## src/hw/rtl/bmpu_pkg.sv

```systemverilog
// Package with the shared types, constants and helpers of the bitmap pixel unpacker.
`timescale 1ns / 1ps

package bmpu_pkg;

    // Field and counter widths.
    localparam int DIM_W  = 13;
    localparam int CNT_W  = 12;
    localparam int IDX_W  = 24;
    localparam int BYTE_W = 8;
    localparam int CFG_INDEX_W = 2;

    // Largest image the counters cover.
    localparam logic [DIM_W-1:0] MAX_WIDTH  = 13'd4096;
    localparam logic [DIM_W-1:0] MAX_HEIGHT = 13'd4096;

    // Alpha value for pixels of the 24-bit format.
    localparam logic [BYTE_W-1:0] ALPHA_OPAQUE = 8'hFF;

    // Configuration register indexes.
    typedef enum logic [CFG_INDEX_W-1:0] {
        REG_WIDTH  = 2'd0,
        REG_HEIGHT = 2'd1,
        REG_FORMAT = 2'd2,
        REG_NONE   = 2'd3
    } cfg_reg_t;

    // Pixel formats.
    typedef enum logic {
        FMT_BGR24  = 1'b0,
        FMT_BGRA32 = 1'b1
    } pixel_format_t;

    // Position of the next byte within a pixel.
    typedef enum logic [1:0] {
        BYTE_BLUE  = 2'd0,
        BYTE_GREEN = 2'd1,
        BYTE_RED   = 2'd2,
        BYTE_ALPHA = 2'd3
    } byte_pos_t;

    // Frame geometry handed from the configuration block to the datapath.
    typedef struct packed {
        logic [DIM_W-1:0] width;      // effective width in pixels
        logic [CNT_W-1:0] col_last;   // effective width minus one
        logic [CNT_W-1:0] row_last;   // effective height minus one
        logic [1:0]       pad_bytes;  // padding bytes at the end of every row
        pixel_format_t    format;
        logic [IDX_W-1:0] start_base; // frame index of the first pixel of the bottom row
        logic             restart;    // a configuration write lands this cycle
    } geom_t;

    // Out-of-range dimensions: zero acts as one, anything above the limit as the limit.
    function automatic logic [DIM_W-1:0] clamp_dim(input logic [DIM_W-1:0] value,
                                                    input logic [DIM_W-1:0] limit);
        logic [DIM_W-1:0] result;
        begin
            result = value;
            if (value == '0)
            begin
                result = {{(DIM_W-1){1'b0}}, 1'b1};
            end
            else if (value > limit)
            begin
                result = limit;
            end
            return result;
        end
    endfunction

endpackage

```

## src/hw/rtl/bmpu_if.sv

```systemverilog
// Valid/ready channel interfaces for raw bytes and decoded pixels.
`timescale 1ns / 1ps

interface bmpu_byte_if;
    logic       valid;
    logic       ready;
    logic [7:0] data_byte;

    modport source (output valid, output data_byte, input ready);
    modport sink   (input valid, input data_byte, output ready);
endinterface

interface bmpu_pixel_if;
    logic        valid;
    logic        ready;
    logic [7:0]  red;
    logic [7:0]  green;
    logic [7:0]  blue;
    logic [7:0]  alpha;
    logic [23:0] pixel_index;
    logic        last_pixel;

    modport source (output valid, output red, output green, output blue, output alpha,
                    output pixel_index, output last_pixel, input ready);
    modport sink   (input valid, input red, input green, input blue, input alpha,
                    input pixel_index, input last_pixel, output ready);
endinterface

```

## src/hw/rtl/bmp_pixel_data_unpacker_top.sv

```systemverilog
// Top level of the bitmap pixel unpacker: byte capture, row padding skip and frame indexing.
//
//   Channel    Direction  Handshake        Contents
//   data_in    sink       valid / ready    data_byte, one raw pixel-data byte
//   pixel_out  source     valid / ready    red, green, blue, alpha, pixel_index, last_pixel
//   cfg_*      write      cfg_we           cfg_index, cfg_data (no read-back)
//
// A pixel is shown on pixel_out in the cycle after its last byte is taken. The sustained
// rate, set by the single output register, is one byte per cycle if pixel_out is ready.
// data_in.ready drops only when the next byte completes a pixel while the output
// register still holds a pixel that pixel_out has not taken.
// Reset clears all counters; the frame geometry is ready right after reset.
// A configuration write restarts the frame at the next byte.
`timescale 1ns / 1ps

module bmp_pixel_data_unpacker_top (
    input  logic                              clk,
    input  logic                              rst_n,
    bmpu_byte_if.sink                         data_in,
    bmpu_pixel_if.source                      pixel_out,
    input  logic                              cfg_we,
    input  logic [bmpu_pkg::CFG_INDEX_W-1:0]  cfg_index,
    input  logic [bmpu_pkg::DIM_W-1:0]        cfg_data
);
    import bmpu_pkg::*;

    geom_t geom;

    // Frame position state.
    byte_pos_t         pos_reg;
    byte_pos_t         pos_next;
    logic [CNT_W-1:0]  col_reg;
    logic [CNT_W-1:0]  col_next;
    logic [CNT_W-1:0]  row_reg;
    logic [CNT_W-1:0]  row_next;
    logic [1:0]        pad_reg;
    logic [1:0]        pad_next;
    logic [IDX_W-1:0]  row_base_reg;
    logic [IDX_W-1:0]  row_base_next;

    // Captured bytes of the pixel in progress.
    logic [BYTE_W-1:0] blue_reg;
    logic [BYTE_W-1:0] blue_next;
    logic [BYTE_W-1:0] green_reg;
    logic [BYTE_W-1:0] green_next;
    logic [BYTE_W-1:0] red_reg;
    logic [BYTE_W-1:0] red_next;

    // Output register.
    logic              out_valid_reg;
    logic              out_valid_next;
    logic [BYTE_W-1:0] out_red_reg;
    logic [BYTE_W-1:0] out_red_next;
    logic [BYTE_W-1:0] out_green_reg;
    logic [BYTE_W-1:0] out_green_next;
    logic [BYTE_W-1:0] out_blue_reg;
    logic [BYTE_W-1:0] out_blue_next;
    logic [BYTE_W-1:0] out_alpha_reg;
    logic [BYTE_W-1:0] out_alpha_next;
    logic [IDX_W-1:0]  out_index_reg;
    logic [IDX_W-1:0]  out_index_next;
    logic              out_last_reg;
    logic              out_last_next;

    logic              in_fire;
    logic              out_fire;
    logic              completes;
    logic              emit;
    logic              at_row_end;
    logic              at_frame_end;

    bmpu_geom u_geom (
        .clk       (clk),
        .rst_n     (rst_n),
        .cfg_we    (cfg_we),
        .cfg_index (cfg_index),
        .cfg_data  (cfg_data),
        .geom      (geom)
    );

    // The next byte finishes a pixel when no padding is due and it is the last component.
    assign completes = (pad_reg == 2'd0)
                    && ((pos_reg == BYTE_ALPHA)
                        || ((pos_reg == BYTE_RED) && (geom.format == FMT_BGR24)));

    assign at_row_end   = (col_reg >= geom.col_last);
    assign at_frame_end = at_row_end && (row_reg >= geom.row_last);

    assign data_in.ready = !completes || !out_valid_reg || pixel_out.ready;
    assign in_fire       = data_in.valid && data_in.ready;
    assign out_fire      = out_valid_reg && pixel_out.ready;
    assign emit          = in_fire && completes;

    // Byte capture, padding skip and frame counters.
    always_comb
    begin
        pos_next      = pos_reg;
        col_next      = col_reg;
        row_next      = row_reg;
        pad_next      = pad_reg;
        row_base_next = row_base_reg;
        blue_next     = blue_reg;
        green_next    = green_reg;
        red_next      = red_reg;
        if (geom.restart)
        begin
            pos_next      = BYTE_BLUE;
            col_next      = '0;
            row_next      = '0;
            pad_next      = 2'd0;
            row_base_next = geom.start_base;
        end
        else if (in_fire)
        begin
            if (pad_reg != 2'd0)
            begin
                pad_next = pad_reg - 2'd1;
            end
            else
            begin
                case (pos_reg)
                    BYTE_BLUE:
                    begin
                        blue_next = data_in.data_byte;
                        pos_next  = BYTE_GREEN;
                    end
                    BYTE_GREEN:
                    begin
                        green_next = data_in.data_byte;
                        pos_next   = BYTE_RED;
                    end
                    BYTE_RED:
                    begin
                        red_next = data_in.data_byte;
                        pos_next = (geom.format == FMT_BGRA32) ? BYTE_ALPHA : BYTE_BLUE;
                    end
                    default:
                    begin
                        pos_next = BYTE_BLUE;
                    end
                endcase
                if (completes)
                begin
                    if (at_row_end)
                    begin
                        pad_next = geom.pad_bytes;
                        col_next = '0;
                        if (at_frame_end)
                        begin
                            row_next      = '0;
                            row_base_next = geom.start_base;
                        end
                        else
                        begin
                            row_next      = row_reg + {{(CNT_W-1){1'b0}}, 1'b1};
                            row_base_next = row_base_reg
                                          - {{(IDX_W-DIM_W){1'b0}}, geom.width};
                        end
                    end
                    else
                    begin
                        col_next = col_reg + {{(CNT_W-1){1'b0}}, 1'b1};
                    end
                end
            end
        end
    end

    // Result register with its valid flag.
    always_comb
    begin
        out_valid_next = out_valid_reg;
        out_red_next   = out_red_reg;
        out_green_next = out_green_reg;
        out_blue_next  = out_blue_reg;
        out_alpha_next = out_alpha_reg;
        out_index_next = out_index_reg;
        out_last_next  = out_last_reg;
        if (out_fire)
        begin
            out_valid_next = 1'b0;
        end
        if (emit)
        begin
            out_valid_next = 1'b1;
            out_green_next = green_reg;
            out_blue_next  = blue_reg;
            out_index_next = row_base_reg + {{(IDX_W-CNT_W){1'b0}}, col_reg};
            out_last_next  = at_frame_end;
            if (pos_reg == BYTE_RED)
            begin
                out_red_next   = data_in.data_byte;
                out_alpha_next = ALPHA_OPAQUE;
            end
            else
            begin
                out_red_next   = red_reg;
                out_alpha_next = data_in.data_byte;
            end
        end
    end

    // Control state.
    always_ff @(posedge clk or negedge rst_n)
    begin
        if (!rst_n)
        begin
            pos_reg       <= BYTE_BLUE;
            col_reg       <= '0;
            row_reg       <= '0;
            pad_reg       <= 2'd0;
            row_base_reg  <= '0;
            out_valid_reg <= 1'b0;
        end
        else
        begin
            pos_reg       <= pos_next;
            col_reg       <= col_next;
            row_reg       <= row_next;
            pad_reg       <= pad_next;
            row_base_reg  <= row_base_next;
            out_valid_reg <= out_valid_next;
        end
    end

    // Payload registers.
    always_ff @(posedge clk)
    begin
        blue_reg      <= blue_next;
        green_reg     <= green_next;
        red_reg       <= red_next;
        out_red_reg   <= out_red_next;
        out_green_reg <= out_green_next;
        out_blue_reg  <= out_blue_next;
        out_alpha_reg <= out_alpha_next;
        out_index_reg <= out_index_next;
        out_last_reg  <= out_last_next;
    end

    assign pixel_out.valid       = out_valid_reg;
    assign pixel_out.red         = out_red_reg;
    assign pixel_out.green       = out_green_reg;
    assign pixel_out.blue        = out_blue_reg;
    assign pixel_out.alpha       = out_alpha_reg;
    assign pixel_out.pixel_index = out_index_reg;
    assign pixel_out.last_pixel  = out_last_reg;

    // Padding is only ever skipped between pixels.
    assert property (@(posedge clk) disable iff (!rst_n)
        (pad_reg != 2'd0) |-> (pos_reg == BYTE_BLUE))
        else $error("padding pending in the middle of a pixel");

    // The column counter never runs past the row.
    assert property (@(posedge clk) disable iff (!rst_n)
        col_reg <= geom.col_last)
        else $error("column counter beyond the image width");

    // The row counter never runs past the frame.
    assert property (@(posedge clk) disable iff (!rst_n)
        row_reg <= geom.row_last)
        else $error("row counter beyond the image height");

    // After the last pixel the frame starts over at the bottom-left corner.
    assert property (@(posedge clk) disable iff (!rst_n)
        (emit && at_frame_end) |=> ((row_reg == '0) && (col_reg == '0)))
        else $error("frame did not restart after the last pixel");

endmodule

```

## src/hw/rtl/bmpu_geom.sv

```systemverilog
// Configuration registers and derived frame geometry of the bitmap pixel unpacker.
`timescale 1ns / 1ps

module bmpu_geom (
    input  logic                              clk,
    input  logic                              rst_n,
    input  logic                              cfg_we,
    input  logic [bmpu_pkg::CFG_INDEX_W-1:0]  cfg_index,
    input  logic [bmpu_pkg::DIM_W-1:0]        cfg_data,
    output bmpu_pkg::geom_t                   geom
);
    import bmpu_pkg::*;

    logic [DIM_W-1:0] width_reg;
    logic [DIM_W-1:0] width_next;
    logic [DIM_W-1:0] height_reg;
    logic [DIM_W-1:0] height_next;
    pixel_format_t    format_reg;
    pixel_format_t    format_next;
    logic             write_hit;

    logic [DIM_W-1:0] eff_width;
    logic [DIM_W-1:0] eff_height;
    logic [DIM_W-1:0] new_width;
    logic [DIM_W-1:0] new_height;
    logic [DIM_W-1:0] eff_width_m1;
    logic [DIM_W-1:0] eff_height_m1;
    logic [DIM_W-1:0] new_height_m1;
    logic [2*DIM_W-1:0] start_product;

    // Register writes; an index beyond the list is ignored.
    always_comb
    begin
        width_next  = width_reg;
        height_next = height_reg;
        format_next = format_reg;
        write_hit   = 1'b0;
        if (cfg_we)
        begin
            case (cfg_reg_t'(cfg_index))
                REG_WIDTH:
                begin
                    width_next = cfg_data;
                    write_hit  = 1'b1;
                end
                REG_HEIGHT:
                begin
                    height_next = cfg_data;
                    write_hit   = 1'b1;
                end
                REG_FORMAT:
                begin
                    format_next = pixel_format_t'(cfg_data[0]);
                    write_hit   = 1'b1;
                end
                default:
                begin
                    write_hit = 1'b0;
                end
            endcase
        end
    end

    always_ff @(posedge clk or negedge rst_n)
    begin
        if (!rst_n)
        begin
            width_reg  <= {{(DIM_W-1){1'b0}}, 1'b1};
            height_reg <= {{(DIM_W-1){1'b0}}, 1'b1};
            format_reg <= FMT_BGR24;
        end
        else
        begin
            width_reg  <= width_next;
            height_reg <= height_next;
            format_reg <= format_next;
        end
    end

    // Effective dimensions of the current settings.
    assign eff_width     = clamp_dim(width_reg, MAX_WIDTH);
    assign eff_height    = clamp_dim(height_reg, MAX_HEIGHT);
    assign eff_width_m1  = eff_width - {{(DIM_W-1){1'b0}}, 1'b1};
    assign eff_height_m1 = eff_height - {{(DIM_W-1){1'b0}}, 1'b1};

    // Start of the bottom row, from the settings that hold after this cycle.
    assign new_width     = clamp_dim(width_next, MAX_WIDTH);
    assign new_height    = clamp_dim(height_next, MAX_HEIGHT);
    assign new_height_m1 = new_height - {{(DIM_W-1){1'b0}}, 1'b1};
    assign start_product = new_height_m1 * new_width;

    // In 24-bit format a row of w pixels needs w mod 4 padding bytes.
    assign geom.width      = eff_width;
    assign geom.col_last   = eff_width_m1[CNT_W-1:0];
    assign geom.row_last   = eff_height_m1[CNT_W-1:0];
    assign geom.pad_bytes  = (format_reg == FMT_BGRA32) ? 2'd0 : eff_width[1:0];
    assign geom.format     = format_reg;
    assign geom.start_base = start_product[IDX_W-1:0];
    assign geom.restart    = write_hit;

endmodule
```

## src/flat_wrapper.sv

```systemverilog
// flat-port wrapper written by rule: the top's interface ports become plain ports
module bmp_pixel_data_unpacker_top_flat import bmpu_pkg::*;
  (clk, rst_n, cfg_we, cfg_index, cfg_data, data_in_valid, data_in_data_byte, data_in_ready, pixel_out_valid, pixel_out_red, pixel_out_green, pixel_out_blue, pixel_out_alpha, pixel_out_pixel_index, pixel_out_last_pixel, pixel_out_ready);
  bmpu_byte_if data_in_i ();
  bmpu_pixel_if pixel_out_i ();
  input  logic clk;
  input  logic rst_n;
  input  logic cfg_we;
  input  logic [bmpu_pkg::CFG_INDEX_W-1:0] cfg_index;
  input  logic [bmpu_pkg::DIM_W-1:0] cfg_data;
  input wire logic [$bits(data_in_i.valid)-1:0] data_in_valid;
  input wire logic [$bits(data_in_i.data_byte)-1:0] data_in_data_byte;
  output wire logic [$bits(data_in_i.ready)-1:0] data_in_ready;
  output wire logic [$bits(pixel_out_i.valid)-1:0] pixel_out_valid;
  output wire logic [$bits(pixel_out_i.red)-1:0] pixel_out_red;
  output wire logic [$bits(pixel_out_i.green)-1:0] pixel_out_green;
  output wire logic [$bits(pixel_out_i.blue)-1:0] pixel_out_blue;
  output wire logic [$bits(pixel_out_i.alpha)-1:0] pixel_out_alpha;
  output wire logic [$bits(pixel_out_i.pixel_index)-1:0] pixel_out_pixel_index;
  output wire logic [$bits(pixel_out_i.last_pixel)-1:0] pixel_out_last_pixel;
  input wire logic [$bits(pixel_out_i.ready)-1:0] pixel_out_ready;
  assign data_in_i.valid = data_in_valid;
  assign data_in_i.data_byte = data_in_data_byte;
  assign data_in_ready = data_in_i.ready;
  assign pixel_out_valid = pixel_out_i.valid;
  assign pixel_out_red = pixel_out_i.red;
  assign pixel_out_green = pixel_out_i.green;
  assign pixel_out_blue = pixel_out_i.blue;
  assign pixel_out_alpha = pixel_out_i.alpha;
  assign pixel_out_pixel_index = pixel_out_i.pixel_index;
  assign pixel_out_last_pixel = pixel_out_i.last_pixel;
  assign pixel_out_i.ready = pixel_out_ready;
  bmp_pixel_data_unpacker_top u_core (.clk(clk), .rst_n(rst_n), .data_in(data_in_i), .pixel_out(pixel_out_i), .cfg_we(cfg_we), .cfg_index(cfg_index), .cfg_data(cfg_data));
endmodule
```

## config.mk

```make
export PLATFORM = sky130hd
export DESIGN_NAME = bmp_pixel_data_unpacker_top_flat
export DESIGN_NICKNAME = d
export VERILOG_FILES = /design/src/hw/rtl/bmpu_pkg.sv /design/src/hw/rtl/bmpu_if.sv /design/src/hw/rtl/bmp_pixel_data_unpacker_top.sv /design/src/hw/rtl/bmpu_geom.sv /design/src/flat_wrapper.sv
export SDC_FILE = /design/constraint.sdc
export NUM_CORES = 1
export LEC_CHECK = 0
export BUFFER_PORTS_ARGS = -buffer_cell sky130_fd_sc_hd__buf_4
export CAP_MARGIN = 20
export CORE_MARGIN = 3
export CORE_UTILIZATION = 40
export DETAILED_ROUTE_END_ITERATION = 10
export SLEW_MARGIN = 40
export SYNTH_ARGS = -nofsm -noshare
export SYNTH_HDL_FRONTEND = slang
export SYNTH_SLANG_ARGS = --single-unit
```

## constraint.sdc

```tcl
create_clock -name clk -period 18.8 [get_ports clk]
set_clock_uncertainty 0.1 [all_clocks]
set_input_delay 1.88 -clock clk [delete_from_list [all_inputs] [get_ports clk]]
set_output_delay 1.88 -clock clk [all_outputs]
set_load 0.1 [all_outputs]
```

==> flow_summary.yaml, run 1 <==
synthesis:
  synth.avg_cell_area_um2: 9.430
  yosysTopAreaCellShare_pct: 16.77
  synth_top_family_by_area: "adder cells"
  synth.top_cells.by_count: "207 x inv_1, 169 x nor2_1, 168 x nand2_1"
  synthMuxAreaShare_pct: 2.630
  synth_xor_area_share_pct: 4.984
  syn-cell-area_um2: 14560
  synth_ff_type: "edfxtp_1"
  synthCells: 1544
  synth_compound_area_share_pct: 10.99
  yosysMostFrequentCell: "inv_1"
  synth_cell_type_count: 81
  synth_top_cell_by_area: "fa_1"
  synth_fa_ha_area_share_pct: 26.74
  ys_seq_area_share_pct: 30.47
  synth-simple-area-share_pct: 17.52
  mappedNetlistNets: 1810
  synth_seq_cells: 161
  synth_edf_count: 81
  synth_async_sr_flop_share_pct: 49.69
  yosysWarnings: 0
  synth_area_leaders: "fa_1 17%, edfxtp_1 17%, dfrtp_1 13%, ha_1 10%, inv_1 5.3%"
grt:
  grtUsageTotal_pct: 19.16
  grt.overflow.total: 0
  grt_pass1_wl_mm: 59.34
  grt_max_degree: 60
  antenna_found_initial: 0
  grt_pass1_vias: 10840
clock_tree:
  ctsResizeCount: 0
  cts_root_buf: "clkbuf_16"
  cts_hold_buffers: 0
  clkLatencyLatePin_ns: 0.44
  clk_pin_slew_ns: 0.08
  clock-sinks: 161
  cts_buffers: 17
  cts_tree: "yes"
  postCtsSetupRepairBufs: 0
  h-tree-depth: 4
  clockBufferDepth: 2
cells_and_area:
  drive_above_1_share_pct: 11.30
  final_cells: 2098
  fin_util_pct: 45.91
  syn_to_final_growth_pct: 12.69
  fillers: 3434
  finalNetCount: 1890
  design_area_um2: 16410
  n_antenna_cell: 0
setup_path:
  slowest_delay_ns: 0.65
  arrival_ns: 10.29
  cp_max_fo: 27
  crit_buf_inv: 7
  worst_setup_path_end_kind: "flip-flop"
  cpMostUsedCell: "fa_1"
  critPathTopFamily: "adder cells"
  cp.required_ns: 19.01
  crit_type: "in -> reg"
  worstSetupStartpointType: "input port"
  slowest_stage: "o21ai_1"
drt:
  via_per_inst: 5.306
  drtIter0Drc: 646
  drt_wl_total_mm: 36.81
  firstDrtPassIters: 8
  avgRoutedWirePerCell_um: 17.54
  drc: 0
  ant_nets: 0
  vias: 11130
timing:
  rsz0062_at_grt: "false"
  setup_viol: 0
  finalSetupTns_ns: 0
  finalHoldViolCount: 0
  worst_slew_pin_slew_ns: 0.8518
  fin_crit_sh_pct: 53.62
  finalMaxSlewViolations: 0
  max_freq_mhz: 99.20
  relSlewSlack_pct: 42.95
  period_minus_slack_ns: 10.08
min_path:
  hp-class: "reg -> reg"
placed_design:
  port_buffers: 86
  dp.cells: 2066
  gp_congestion: 0.9399
  hpwl_mm: 29.63
  dpl-instance-area_um2: 15750
die:
  row_count: 69
  core-area_um2: 35740
  dieHeight_um: 196.8
  start_util_pct: 40.74
  io_pins: 87
  die_area_um2: 38730
  die_w_um: 196.8
outcome:
  status: "finished, final reports clean"
flow_run:
  max_cap_violations: 0
area by class of cell:
class                           instances  area (um2)  share of cell area, %
Multi-Input combinational cell       1136        9230                  56.25
Sequential cell                       161        4437                  27.04
Inverter                              209       787.0                  4.796
Timing Repair Buffer                   99       747.0                  4.552
Tap cell                              461       576.8                  3.515
Clock buffer                           17       425.4                  2.593
Clock inverter                         15       205.2                  1.251
through the flow:
step	hold slack, ns	setup slack [ns]
6_report	0.3198	8.720
5_1_grt	0.3266	8.174
4_1_cts	0.3198	8.813
3_5_place_dp	0.3045	8.363
3_3_place_gp	0.3024	8.454
2_1_floorplan	0.3003	9.869
final timing paths:
check | startpoint | endpoint | slack, ns | depth (start not counted)
max reg2reg | u_core.u_geom.height_reg[2] | u_core.row_base_reg[22] | 9.91 | 29
max in group asynchronous | rst_n | u_core.row_base_reg[17] | 16.52 | 2
min in group asynchronous | rst_n | u_core.pos_reg[1] | 1.23 | 1
min reg2reg | u_core.green_reg[4] | u_core.pixel_out.green[4] | 0.32 | 0
max | cfg_index[1] | u_core.row_base_reg[22] | 8.72 | 31
min | u_core.green_reg[4] | u_core.pixel_out.green[4] | 0.32 | 0
routing by layer:
layer  up-vias  global-route usage (%)  wire (um)
met3        44                   2.120       1733
met1      5402                   27.18      16760
met4         0                   5.438        845
met5         -                       0          0
li1       5378                       -          -
met2       309                   31.32      17470
cell families (layout without fill, tap and decap cells):
logic type	Yosys count	count (layout)
AND/OR/NAND/NOR	545	545
multiplexers	35	35
adder cells (fa/ha/maj)	238	238
XOR/XNOR	82	82
buffers and inverters	247	340
AO/OA/AOI/OAI	236	236
flip-flops	161	161
cell usage in the layout (no fill, tap or decap), types with 5 or more instances in the layout:
cell and instances:
a211oi_1 13, mux2_2 12, ha_1 116, buf_4 98, edfxtp_1 81, and3_1 20
nand2b_1 32, nor2b_1 13, a31oi_1 7, xor2_1 38, a21oi_1 50, clkbuf_16 17
o21ai_1 6, nand4_1 16, nor4_1 6, xnor2_1 42, o21bai_1 9, fa_1 122
dfrtp_1 78, o21a_1 17, and2_1 5, nand3_1 26, clkinv_8 6, nor2_1 167
a21o_1 19, o21ai_0 46, o22ai_1 11, inv_1 206, nand2_1 168, nor3_1 41
o211ai_1 8, or3_1 20, mux2i_1 21
Power of run 1 is left out: the tool's default activity adds up to more than one toggle a clock period on the data nets, which glitch-free logic cannot reach.
==> run 2: changes to the inputs <==
--- a/config.mk
+++ b/config.mk
@@ -5,6 +5,7 @@
 export SDC_FILE = /design/constraint.sdc
 export NUM_CORES = 1
 export LEC_CHECK = 0
+export ABC_AREA = 1
 export BUFFER_PORTS_ARGS = -buffer_cell sky130_fd_sc_hd__buf_4
 export CAP_MARGIN = 20
 export CORE_MARGIN = 3
==> constraint.sdc (replaced) <==
create_clock -name clk -period 10.2 [get_ports clk]
set_clock_uncertainty 0.1 [all_clocks]
set_input_delay 1.02 -clock clk [delete_from_list [all_inputs] [get_ports clk]]
set_output_delay 1.02 -clock clk [all_outputs]
set_load 0.1 [all_outputs]
==> run 2 against run 1 <==
  * Setup slack worse by 6.4 ns
  * Global-route usage up 0.73 points
  * Via count up 5.9%
  * Highest routed layer unchanged
  * Utilization down 0.087 points
  * Synthesized area up 1.6%
  * Design area up 0.53%
  * Flip-flop and latch count unchanged
  * Synthesized cell count up 15%
==> flow_summary.yaml, run 2 <==
clock_tree:
  clkLatencyLatePin_ns: 0.44
  postCtsSetupRepairBufs: 0
  ctsResizeCount: 0
  clk_pin_slew_ns: 0.08
  cts_hold_buffers: 0
  clockBufferDepth: 2
  cts_tree: "yes"
  cts_root_buf: "clkbuf_16"
  h-tree-depth: 4
  clock-sinks: 161
  cts_buffers: 17
timing:
  finalSetupTns_ns: 0
  max_freq_mhz: 127.0
  finalHoldViolCount: 0
  rsz0062_at_grt: "false"
  worst_slew_pin_slew_ns: 0.7475
  relSlewSlack_pct: 49.98
  fin_crit_sh_pct: 77.19
  finalMaxSlewViolations: 0
  period_minus_slack_ns: 7.873
  setup_viol: 0
synthesis:
  synth_xor_area_share_pct: 5.681
  synth_seq_cells: 161
  synth_area_leaders: "fa_1 17%, edfxtp_1 16%, dfrtp_1 13%, ha_1 9.8%, nand2_1 9.4%"
  synth_top_cell_by_area: "fa_1"
  synthMuxAreaShare_pct: 0.07609
  synth.avg_cell_area_um2: 8.342
  syn-cell-area_um2: 14800
  synth.top_cells.by_count: "372 x nand2_1, 333 x inv_1, 188 x nor2_1"
  synth_top_family_by_area: "adder cells"
  synth_ff_type: "edfxtp_1"
  synth_cell_type_count: 57
  yosysMostFrequentCell: "nand2_1"
  synthCells: 1774
  synth-simple-area-share_pct: 20.32
  ys_seq_area_share_pct: 29.98
  synth_edf_count: 81
  synth_fa_ha_area_share_pct: 26.31
  synth_async_sr_flop_share_pct: 49.69
  yosysTopAreaCellShare_pct: 16.50
  yosysWarnings: 0
  synth_compound_area_share_pct: 7.322
  mappedNetlistNets: 2040
cells_and_area:
  n_antenna_cell: 0
  syn_to_final_growth_pct: 11.46
  final_cells: 2330
  drive_above_1_share_pct: 9.898
  fillers: 3513
  final_common_cell: "nand2_1"
  finalNetCount: 2122
  fin_util_pct: 45.82
  final_cell_mix: "372 x nand2_1, 333 x inv_1, 186 x nor2_1"
drt:
  drtIter0Drc: 884
  ant_nets: 0
  drt_wl_total_mm: 37.40
  drc: 0
  vias: 11800
  avgRoutedWirePerCell_um: 16.05
  firstDrtPassIters: 8
  via_per_inst: 5.062
placed_design:
  dp.cells: 2298
  gp_congestion: 0.9252
  port_buffers: 86
  hpwl_mm: 30.04
die:
  die_w_um: 198.4
  row_count: 69
  core-area_um2: 36000
  io_pins: 87
  start_util_pct: 41.11
  die_area_um2: 39340
  dieHeight_um: 198.4
setup_path:
  crit_start: "cfg_index[1]"
  rrSetupSlack_ns: 2.94
  slowest_delay_ns: 0.55
  critPathTopFamily: "adder cells"
  cp.required_ns: 10.43
  crit_cells: 39
  cpMostUsedCell: "nand2_1"
  reg2regPathDepth: 39
  reg2reg_from: "u_core.u_geom.height_reg[0]"
  worstSetupStartpointType: "input port"
  worst_setup_path_end_kind: "flip-flop"
  slowest_stage: "fa_1"
  crit_buf_inv: 9
  crit_type: "in -> reg"
  crit_end: "u_core.row_base_reg[22]"
  arrival_ns: 8.11
  cp_max_fo: 28
  reg2reg_to: "u_core.row_base_reg[22]"
grt:
  grt.overflow.total: 0
  grt_pass1_vias: 11920
  antenna_found_initial: 0
  grtUsageTotal_pct: 19.89
  grt_max_degree: 81
  grt_pass1_wl_mm: 62.60
min_path:
  hp-class: "reg -> reg"
power:
  cellLeakagePower_uw: 0.008244
  irDropWorstVdd_mv: 0.1570
  power.density_nw_per_um2: 253.3
flow_run:
  max_cap_violations: 0
outcome:
  status: "finished, final reports clean"
-- run 2: cell types whose count changed after synthesis, sizes merged, moves of 31 or more --
cell	before	now
nand2	168	390
nand3	26	73
xor2	39	70
nand2b	32	0
inv	209	349
o21ai	54	89
-- run 2: worst min path at each step --
stage	from	to	slack [ns]	cells after the start
floorplan	u_core.blue_reg[0]	u_core.pixel_out.blue[0]	0.30	0
detailed placement	u_core.blue_reg[0]	u_core.pixel_out.blue[0]	0.30	0
finish	u_core.green_reg[2]	u_core.pixel_out.green[2]	0.32	0
global route	u_core.green_reg[2]	u_core.pixel_out.green[2]	0.31	0
global placement	u_core.blue_reg[2]	u_core.pixel_out.blue[2]	0.30	0
CTS	u_core.green_reg[1]	u_core.pixel_out.green[1]	0.31	0
-- run 2: stage by stage --
stage / setup slack [ns] / cell area (um2) / total power, uW / hold slack (ns)
finish: 2.327 / 16500 / 4179 / 0.3150
global placement: 2.057 / 15880 / 3456 / 0.3013
global route: 1.596 / 16500 / 4605 / 0.3143
CTS: 2.384 / 16490 / 4186 / 0.3123
detailed placement: 1.931 / 15880 / 3486 / 0.3045
floorplan: 2.830 / 14800 / 2846 / 0.3003
-- run 2: cell type report --
type	instances	area (um2)	share of cell area (%)
Multi-Input combinational cell	1232	8846	53.63
Timing Repair Buffer	93	704.4	4.270
Clock buffer	17	425.4	2.579
Clock inverter	15	186.4	1.130
Sequential cell	161	4437	26.90
Tap cell	461	576.8	3.497
Inverter	351	1320	8.002
-- run 2: cell families (layout without fill, tap and decap cells) --
logic type      after synthesis  after routing
simple gates                713            713
buf+inv                     381            476
fa+ha+maj                   238            238
compound gates              187            187
flops                       161            161
xor+xnor                     93             93
mux                           1              1
-- run 2: power by group --
part	internal (uW)	total (uW)	switching [uW]
Combinational	888	2590	1700
Clock	338	666	328
Sequential	817	925	108
-- run 2: per-layer routing --
metal | track usage [%] | part of all wire [%]
met4 | 5.295 | 2.0
met2 | 32.88 | 47
met3 | 2.178 | 5.4
met5 | 0 | 0
met1 | 27.96 | 46
(Power assumes the default switching activity.)
==> run 3: changes to the inputs <==
--- a/config.mk
+++ b/config.mk
@@ -5,7 +5,7 @@
 export SDC_FILE = /design/constraint.sdc
 export NUM_CORES = 1
 export LEC_CHECK = 0
-export ABC_AREA = 1
+export ABC_AREA = 0
 export BUFFER_PORTS_ARGS = -buffer_cell sky130_fd_sc_hd__buf_4
 export CAP_MARGIN = 20
 export CORE_MARGIN = 3
==> constraint.sdc (replaced) <==
create_clock -name clk -period 7.3 [get_ports clk]
set_clock_uncertainty 0.1 [all_clocks]
set_input_delay 0.73 -clock clk [delete_from_list [all_inputs] [get_ports clk]]
set_output_delay 0.73 -clock clk [all_outputs]
set_load 0.1 [all_outputs]
==> run 3 against run 2 <==
  * Flip-flop and latch count did not move
  * First-iteration DRC count fell by 19%
  * Sequential share of layout area fell by 2.1 points
  * Die area fell by 1.6%
  * Cell count fell by 3.2%
  * Setup slack got worse by 2.1 ns
  * Wire length rose by 5.4%
  * Register-to-register slack got worse by 2.7 ns
  * Largest cell class unchanged
==> flow_summary.yaml, run 3 (same netlist as run 1, synthesis figures left out) <==
outcome:
  status: "finished, final reports clean"
grt:
  grt_pass1_vias: 11760
  grt.overflow.total: 0
  grt_pass1_wl_mm: 62.83
  antenna_found_initial: 0
  grtUsageTotal_pct: 20.53
  grt_max_degree: 58
drt:
  drtIter0Drc: 713
  avgRoutedWirePerCell_um: 17.48
  via_per_inst: 5.245
  vias: 11830
  drt_wl_total_mm: 39.41
  firstDrtPassIters: 5
  drc: 0
  ant_nets: 0
die:
  core-area_um2: 35740
  die_w_um: 196.8
  start_util_pct: 40.74
  row_count: 69
  die_area_um2: 38730
  dieHeight_um: 196.8
  io_pins: 87
setup_path:
  worst_setup_path_end_kind: "flip-flop"
  crit_type: "in -> reg"
  cp.required_ns: 7.50
  rrSetupSlack_ns: 0.26
  arrival_ns: 7.27
  cp_max_fo: 8
  worstSetupStartpointType: "input port"
  slowest_stage: "fa_1"
  slowest_delay_ns: 0.57
  cpMostUsedCell: "fa_1"
cells_and_area:
  fin_util_pct: 49.98
  seq_area_um2: 4438
  n_antenna_cell: 0
  syn_to_final_growth_pct: 22.68
  final_common_cell: "buf_4"
  drive_above_1_share_pct: 21.40
  final_cell_mix: "249 x buf_4, 206 x inv_1, 167 x nand2_1"
  final_cells: 2255
  multiInputGateArea_um2: 9464
  finalNetCount: 2047
  fillers: 3368
placed_design:
  dp.cells: 2210
  port_buffers: 86
  hpwl_mm: 32.29
  gp_congestion: 0.9236
clock_tree:
  h-tree-depth: 4
  clock-sinks: 161
  clk_pin_slew_ns: 0.08
  cts_tree: "yes"
  clkLatencyLatePin_ns: 0.45
  cts_root_buf: "clkbuf_16"
  clockBufferDepth: 2
  cts_buffers: 17
timing:
  finalSetupTns_ns: 0
  period_minus_slack_ns: 7.065
  max_freq_mhz: 141.5
  relSlewSlack_pct: 43.99
  setup_viol: 0
  finalMaxSlewViolations: 0
  worst_slew_pin_slew_ns: 0.8337
  whs_ns: 0.1413
  rsz0062_at_grt: "true"
  finalHoldViolCount: 0
  fin_crit_sh_pct: 96.78
min_path:
  hp-class: "in -> async"
flow_run:
  max_cap_violations: 0
[run 3: timing repair]
item                       in CTS  in global routing
buffers inserted                0                 13
hold buffers                    0                  0
setup endpoints to repair       0                 12
gates resized for setup         0                 42
[run 3: path summary, 6_finish.rpt]
| path | startpoint | end | depth (start not counted) |
|---|---|---|---|
| worst max-delay path | cfg_data[10] | u_core.row_base_reg[20] | 31 |
| worst min-delay path | rst_n | u_core.col_reg[0] | 1 |
| worst max register to register | u_core.u_geom.height_reg[11] | u_core.row_base_reg[20] | 29 |
| worst min register to register | u_core.green_reg[0] | u_core.pixel_out.green[0] | 0 |
| max in group asynchronous | rst_n | u_core.u_geom.height_reg[9] | 2 |
| min in group clk | u_core.green_reg[0] | u_core.pixel_out.green[0] | 0 |
[run 3: through the flow]
| stage | instance area [um2] | setup slack [ns] |
|---|---|---|
| CTS | 17540 | 0.07593 |
| finish | 17860 | 0.2348 |
| detailed placement | 16930 | -0.3635 |
| floorplan | 14640 | 0.02199 |
| global placement | 16900 | -0.3149 |
| global route | 17860 | -0.06151 |
[run 3: final cells by class]
cell class	count	area share, %
well taps	461	3.229
repair buffers	256	11.12
multi-input cells	1136	52.98
inverters	209	4.406
clock buffers	17	2.382
clock inverters	15	1.030
flip-flops and latches	161	24.85
[run 3: metal layers]
metal | GRT usage [%] | share of wire, %
met1 | 28.41 | 46
met2 | 33.83 | 48
met5 | 0 | 0
met4 | 6.151 | 2.4
met3 | 2.769 | 4.2
[run 3: worst max-delay path, delay by kind of cell]
kind                     cells  cell delay (ns)
AO/OA/AOI/OAI                5             0.85
XOR/XNOR                     1             0.26
adder cells (fa/ha/maj)      7             3.06
buffers and inverters        8             0.83
multiplexers                 2             0.41
AND/OR/NAND/NOR              8             1.12
Power of run 3 is left out for the same reason.
